**src/gdr_pkg.sv**
```systemverilog
package gdr_pkg;

	localparam int MAP_SIZE      = 64;
	localparam int SCREEN_HEIGHT = 480;
	localparam int MAX_COLUMNS   = 1024;
	localparam int MAX_STEPS     = 128;

	localparam int MAP_W     = $clog2(MAP_SIZE);
	localparam int IDX_W     = MAP_W + 1;
	localparam int ADDR_W    = 2 * MAP_W;
	localparam int MAP_CELLS = MAP_SIZE * MAP_SIZE;
	localparam int STEP_W    = $clog2(MAX_STEPS + 1);

	localparam int POS_W  = 22;
	localparam int FRAC_W = 16;
	localparam int DIR_W  = 16;
	localparam int COLS_W = 11;
	localparam int COL_W  = 10;
	localparam int DIST_W = 32;
	localparam int LINE_W = 9;

	localparam int CAM_W  = 27;
	localparam int PROD_W = DIR_W + CAM_W;
	localparam int SQ_W   = 36;
	localparam int MAG_W  = SQ_W / 2;
	localparam int SUM_W  = 41;
	localparam int LH_W   = $clog2(SCREEN_HEIGHT) + FRAC_W + 1;
	localparam int HALF   = SCREEN_HEIGHT / 2;

	localparam int DIV_NW = POS_W + 1 + 14;
	localparam int DIV_DW = DIST_W;
	localparam int DIV_CW = $clog2(DIV_NW + 1);

	localparam int NUM_REGS = 8;
	localparam int APB_AW   = $clog2(NUM_REGS) + 2;
	localparam int APB_DW   = 32;

	localparam logic [2:0] REG_POS_X   = 3'd0;
	localparam logic [2:0] REG_POS_Y   = 3'd1;
	localparam logic [2:0] REG_DIR_X   = 3'd2;
	localparam logic [2:0] REG_DIR_Y   = 3'd3;
	localparam logic [2:0] REG_PLANE_X = 3'd4;
	localparam logic [2:0] REG_PLANE_Y = 3'd5;
	localparam logic [2:0] REG_COLS    = 3'd6;
	localparam logic [2:0] REG_MIRROR  = 3'd7;

	localparam logic REQ_WRITE = 1'b0;
	localparam logic REQ_CAST  = 1'b1;
	localparam logic SIDE_X    = 1'b0;
	localparam logic SIDE_Y    = 1'b1;

	typedef struct packed {
		logic              req_type;
		logic [MAP_W-1:0]  cell_row;
		logic [MAP_W-1:0]  cell_col;
		logic              cell_is_wall;
		logic [COL_W-1:0]  screen_column;
	} req_t;

	typedef struct packed {
		logic [COL_W-1:0]  column_out;
		logic [DIST_W-1:0] perp_distance;
		logic              wall_side;
		logic [MAP_W-1:0]  hit_row;
		logic [MAP_W-1:0]  hit_col;
		logic [LINE_W-1:0] line_top;
		logic [LINE_W-1:0] line_bottom;
		logic              no_hit;
	} res_t;

	typedef struct packed {
		logic              start;
		logic [DIV_NW-1:0] dividend;
		logic [DIV_DW-1:0] divisor;
	} div_req_t;

	typedef struct packed {
		logic              done;
		logic [DIV_NW-1:0] quotient;
	} div_rsp_t;

endpackage

```
**src/gdr_div.sv**
```systemverilog
// Restoring divider, one quotient bit per cycle. A zero divisor yields an
// all-ones quotient, which callers treat as saturation.
module gdr_div (
	input  logic              clk,
	input  logic              arst_n,
	input  gdr_pkg::div_req_t req,
	output gdr_pkg::div_rsp_t rsp
);

	logic [gdr_pkg::DIV_CW-1:0] cnt_q;
	logic [gdr_pkg::DIV_NW-1:0] quo_q;
	logic [gdr_pkg::DIV_DW-1:0] rem_q;
	logic [gdr_pkg::DIV_DW-1:0] den_q;
	logic                       done_q;
	logic [gdr_pkg::DIV_DW:0]   rem_sh;
	logic                       fits;

	always_comb begin
		rem_sh = {rem_q, quo_q[gdr_pkg::DIV_NW-1]};
		fits   = rem_sh >= {1'b0, den_q};
	end

	always_ff @(posedge clk or negedge arst_n) begin
		if (!arst_n) begin
			cnt_q  <= '0;
			done_q <= 1'b0;
		end else begin
			done_q <= 1'b0;
			if (req.start) begin
				cnt_q <= gdr_pkg::DIV_CW'(gdr_pkg::DIV_NW);
			end else if (cnt_q != '0) begin
				cnt_q  <= cnt_q - 1'b1;
				done_q <= cnt_q == gdr_pkg::DIV_CW'(1);
			end
		end
	end

	always_ff @(posedge clk) begin
		if (req.start) begin
			quo_q <= req.dividend;
			den_q <= req.divisor;
			rem_q <= '0;
		end else if (cnt_q != '0) begin
			quo_q <= {quo_q[gdr_pkg::DIV_NW-2:0], fits};
			rem_q <= fits ? gdr_pkg::DIV_DW'(rem_sh - {1'b0, den_q})
			              : rem_sh[gdr_pkg::DIV_DW-1:0];
		end
	end

	assign rsp.done     = done_q;
	assign rsp.quotient = quo_q;

endmodule

```
**config.mk**
```make
export PLATFORM = sky130hd
export DESIGN_NAME = gdr_div
export DESIGN_NICKNAME = d
export VERILOG_FILES = /design/src/gdr_pkg.sv /design/src/gdr_div.sv
export SDC_FILE = /design/constraint.sdc
export NUM_CORES = 1
export LEC_CHECK = 0
export BUFFER_PORTS_ARGS = -buffer_cell sky130_fd_sc_hd__buf_4
export CAP_MARGIN = 20
export CORE_ASPECT_RATIO = 1.4
export CORE_UTILIZATION = 25
export CTS_CLUSTER_SIZE = 24
export DETAILED_ROUTE_END_ITERATION = 7
export PLACE_DENSITY = 0.4
export SYNTH_ARGS = -nofsm -noshare
export SYNTH_HDL_FRONTEND = slang
export SYNTH_SLANG_ARGS = --single-unit
```
**constraint.sdc**
```tcl
create_clock -name clk -period 3.3 [get_ports clk]
set_input_delay 0.33 -clock clk [delete_from_list [all_inputs] [get_ports clk]]
set_output_delay 0.33 -clock clk [all_outputs]
set_load 0.05 [all_outputs]
```
## Word-level counts from Yosys, hierarchy flattened

Cells that the tools add are included.

- Register bits after elaboration: 108
- Bits of input ports: 72
- Output and inout port bits: 38
- Logic and storage cells: 18

- Add/subtract/negate cells: 2
- Magnitude comparators: 1
- Equal/unequal tests: 1
- Multiplexer cells: 7
- Reductions and logical operators: 2

Operators by type and width:

| operator | number |
|---|---|
| $mux W37 | 2 |
| $ge A33 B32 Y1 | 1 |
| $mux W32 | 1 |
| $sub A32 B32 Y32 | 1 |
| $mux W6 | 2 |
| $eq A6 B1 Y1 const B | 1 |
| $reduce_bool A6 Y1 | 1 |
| $sub A6 B1 Y6 const B | 1 |
| $mux W1 | 2 |
| $reduce_bool A2 Y1 | 1 |

## Depth between registers and ports, before layout

- Depth after elaboration: 3
- Depth in mapped cells: 13

## Worst setup path before layout

No wires, ideal clock.

- Path kind: reg2reg
- Start: register quo_q[36] (netlist name)
- End: register quo_q[0] (netlist name), data pin
- Data arrival time: 2.689 ns
- Required time: 3.040 ns
- Slack: 0.352 ns
- Cell stages (with the launch flop): 11
- Buffers on the path: 1
- Clock period less this slack: 2.948 ns
- Cell sequence: edfxtp_1 > inv_1 > ha_1 > nand2b_1 > a211o_1 > a211oi_1 > or4b_4 > a211oi_4 > nor2_2 > buf_4 > mux2_2

- Longest elaborated chain between the ends: 3

RTL lines:

| item | RTL line | source |
|---|---|---|
| start, declared | gdr_div.sv:11 | `logic [gdr_pkg::DIV_NW-1:0] quo_q;` |
| start signal, assigned | gdr_div.sv:40 | `quo_q <= req.dividend;` |
| start signal, assigned | gdr_div.sv:44 | `quo_q <= {quo_q[gdr_pkg::DIV_NW-2:0], fits};` |
| $ge A33 B32 Y1 | gdr_div.sv:20 | `fits = rem_sh >= {1'b0, den_q};` |
| $mux W37 | gdr_div.sv:43 | `end else if (cnt_q != '0) begin` |
| $mux W37 | gdr_div.sv:39 | `if (req.start) begin` |

Every way passes these cells. The select of a mux whose other input is x is not followed.
A chain may end at the register's enable or synchronous reset.

## Worst setup path in the final report

- Start: register den_q[20] (netlist name)
- End: register quo_q[0] (netlist name), data pin

- Longest elaborated chain between the ends: 3

RTL lines:

| item | RTL line | source |
|---|---|---|
| start, declared | gdr_div.sv:13 | `logic [gdr_pkg::DIV_DW-1:0] den_q;` |
| start signal, assigned | gdr_div.sv:41 | `den_q <= req.divisor;` |
| $ge A33 B32 Y1 | gdr_div.sv:20 |  |
| $mux W37 | gdr_div.sv:43 |  |
| $mux W37 | gdr_div.sv:39 |  |

Every way passes these cells. The select of a mux whose other input is x is not followed.

==> impl_metrics.csv <==
group,metric,value,unit
min_path,whs_path_depth,1,
synthesis,synth_edf_count,69,
place,placed_cell_area,7417,um2
drt,drt-initial-drc-count,181,
sta,rsz0062_at_grt,"false",
synthesis,syn_area,6202,um2
job,max_cap_violations,0,
drt,wl_per_cell,15.88,um
layout,drive_gt1_frac,0.2677,
die,die_w,135.1,um
synthesis,synth_cell_types,66,
worst_setup_path,arrival,3220,ps
synthesis,syn_nets,697,
synthesis,ys.flop_type,"edfxtp_1",
place,globalplace.congestion,0.7997,
clocking,cts_tree,"built",
sta,fmax,322.5,MHz
drt,viasPerCell,4.736,
global_routing,grt_usage,0.1328,
global_routing,overflow,0,
worst_setup_path,slowest_delay,520,ps
layout,syn2layout_area_growth,24.59,%
die,core-area,24140,um2
sta,fin_crit_sh,0.9396,
place,place_inst,999,
worst_setup_path,reg2reg_depth,10,
layout,final_cell_mix,"121 x buf_4, 69 x edfxtp_1, 48 x inv_1",
worst_setup_path,reg2reg_to,"quo_q[0]$_DFFE_PP_",
synthesis,synth_seq_cells,108,
synthesis,ys_seq_area_frac,0.4656,
worst_setup_path,r2r_start,"den_q[20]$_DFFE_PP_",
sta,setup_tns,0,ps
die,start_util,0.2569,
place,portBuffers,109,
global_routing,grt_max_degree,38,
min_path,hp-class,"input port to flop",
run_status,status,"complete, no violations",
layout,nets,808,
clocking,clockBufferDepth,2,
sta,slew_viol_final,0,
synthesis,synthArstFlopShare,0.06481,
power_and_ir_drop,totalPowerFinal,3332,uW
clocking,cts-htree-levels,3,
clocking,postCtsSetupRepairBufs,0,
worst_setup_path,crit_path_top_delay_cell,"or4b_4",
drt,drc,0,
place,place_hpwl,12050,um
drt,dr.pass1.iters,5,
sta,hold_viol_final,0,
synthesis,yosys_warnings,0,
min_path,hold_end,"den_q[5]$_DFFE_PP_",
min_path,min-delay-start,"req[5]",
worst_setup_path,cp_cell_sequence,"inv_1 -> ha_1 -> a21o_1 -> o21bai_4 -> a221oi_4 -> or4b_4 -> a211oi_4 -> nor2_2 -> buf_4 -> mux2_2",
worst_setup_path,path_class,"flop to flop",
power_and_ir_drop,ir_drop,0.2591,mV
worst_setup_path,critPathMaxFanout,7,
layout,design_area,7727,um2
global_routing,grt_pass1_vias,5087,
global_routing,met2_usage,0.2365,
layout,diodes,0,
synthesis,syn_area_per_cell,10.51,um2
worst_setup_path,end_kind,"flop",
clocking,cts.sinks,108,
global_routing,top_usage_layer,"met2",
worst_setup_path,start_kind,"flop",
clocking,cts_buffers,9,
sta,worstMarginPinSlew,651.8,ps
synthesis,synth.area.top_cells,"edfxtp_1 33%, dfxtp_1 10%, mux2_2 6.9%",
sta,min_period,3101,ps
sta,slew_headroom,0.5621,
global_routing,use_met3,0.02583,
global_routing,met1_usage,0.1492,
clocking,clkTransAtPathRegs,80,ps
drt,drt-total-wl,16140,um
drt,vias,4812,
clocking,root_buffer,"clkbuf_16",
layout,final_cell_count_no_fill,1016,
power_and_ir_drop,powerDensity,431.2,nW/um2
global_routing,grt_pass1_wl,26040,um
die,fp.dieArea,25450,um2
power_and_ir_drop,total_leakage_power,0.003205,uW
synthesis,yosysTopAreaCell,"edfxtp_1",
die,ios,110,
worst_setup_path,crit_required,3420,ps
die,rows,67,
die,die_h,188.4,um
clocking,clock_latency,370,ps
sta,skew,12.52,ps
synthesis,syn-instance-count,590,
global_routing,grt_antenna_before_repair,0,
drt,antenna_left,0,
sta,setup_viol,0,
synthesis,yosysTopAreaCellShare,0.3341,
worst_setup_path,ff2ff_setup_slack,200,ps
layout,final_common_cell,"buf_4",
-- power breakdown --
part	internal (uW)	total [uW]	switching, uW
clock	598	1140	544
combinational	240	612	372
sequential	1540	1580	43.5
total	2370	3330	959
-- sequential cells by signal (all words and copies together), names as in the netlist --
name,cells
done_q,1
rem_q,32
cnt_q,6
quo_q,37
den_q,32
-- critical path, delay by kind of cell, from the launching register on --
family / cells / cell delay [ps]
mux: 1 / 260
buf+inv: 2 / 250
simple gates: 2 / 650
fa+ha+maj: 1 / 340
flops: 1 / 330
compound gates: 4 / 1040
-- stage by stage --
| step | util | hold slack, ps | setup slack, ps |
|---|---|---|---|
| final | 0.3201 | 127.8 | 199.5 |
| after global routing | 0.3201 | 115.2 | 76.20 |
| after CTS | 0.3201 | 107.2 | 195.5 |
| after detailed placement | 0.3072 | 150.0 | 214.9 |
| after global placement | 0.3072 | 150.4 | 255.6 |
| after floorplan | - | 34.41 | 351.5 |
-- synth_stat cells (2+ instances only) --
cell type / n
buf_4: 2
a21oi_1: 34
o21ai_0: 33
nor3b_1: 2
dfxtp_1: 32
a2111oi_0: 2
nand2b_1: 6
a211o_1: 6
o21bai_1: 2
and2_1: 6
a21oi_2: 2
clkbuf_1: 18
mux2i_1: 21
a21o_1: 9
o21ai_1: 14
nand4_1: 2
nor2_1: 24
mux2_2: 38
ha_1: 34
a21boi_0: 2
or3_1: 5
nor4_1: 2
a211oi_1: 6
xnor2_1: 14
edfxtp_1: 69
a31oi_1: 6
o211ai_1: 6
a32oi_1: 10
nand2_1: 44
nand3_1: 18
inv_1: 48
dfrtp_1: 7
and3_1: 7
buf_6: 2
o22ai_1: 2
o31ai_1: 3
nor3_1: 13
xor2_1: 9
and4_1: 3
-- timing repair --
item / 4_1_cts / 5_1_grt
hold buffers: 1 / 0
gates resized for setup: 0 / 0
endpoints found under the hold margin: 7 / 0
-- routing by layer --
layer	up-vias	wire, um
met4	0	366
met1	2289	6749
met5	-	0
met2	105	8406
li1	2401	-
met3	17	615
-- area by class of cell --
type,instances,area [um2]
fillers,2530,16420
multi-input cells,410,3013
flip-flops and latches,108,2888
repair buffers,124,958.4
well taps,310,387.9
clock buffers,10,229.0
inverters,48,180.2
clock inverters,6,71.32
-- kinds of logic after synthesis --
logic type,count (synthesis),share of synthesized area
AOI/OAI and AO/OA,153,0.1656
xor gates and xnor gates,23,0.03248
adders and majority gates,35,0.07182
buffers and inverters,72,0.05003
DFF,108,0.4656
muxes,59,0.1029
and+or+nand+nor,140,0.1116
-- worst max-delay path by stage --
stage	startpoint	to	slack, ps	cells after the start
final	den_q[20]$_DFFE_PP_	quo_q[0]$_DFFE_PP_	200	10
after global routing	den_q[11]$_DFFE_PP_	rem_q[27]$_SDFFE_PP0P_	80	11
after CTS	den_q[20]$_DFFE_PP_	rem_q[27]$_SDFFE_PP0P_	200	11
after detailed placement	den_q[20]$_DFFE_PP_	quo_q[0]$_DFFE_PP_	210	10
after global placement	den_q[20]$_DFFE_PP_	quo_q[0]$_DFFE_PP_	260	10
after floorplan	quo_q[36]$_DFFE_PP_	quo_q[0]$_DFFE_PP_	350	10
No activity file was read; power rests on OpenSTA's default activity.
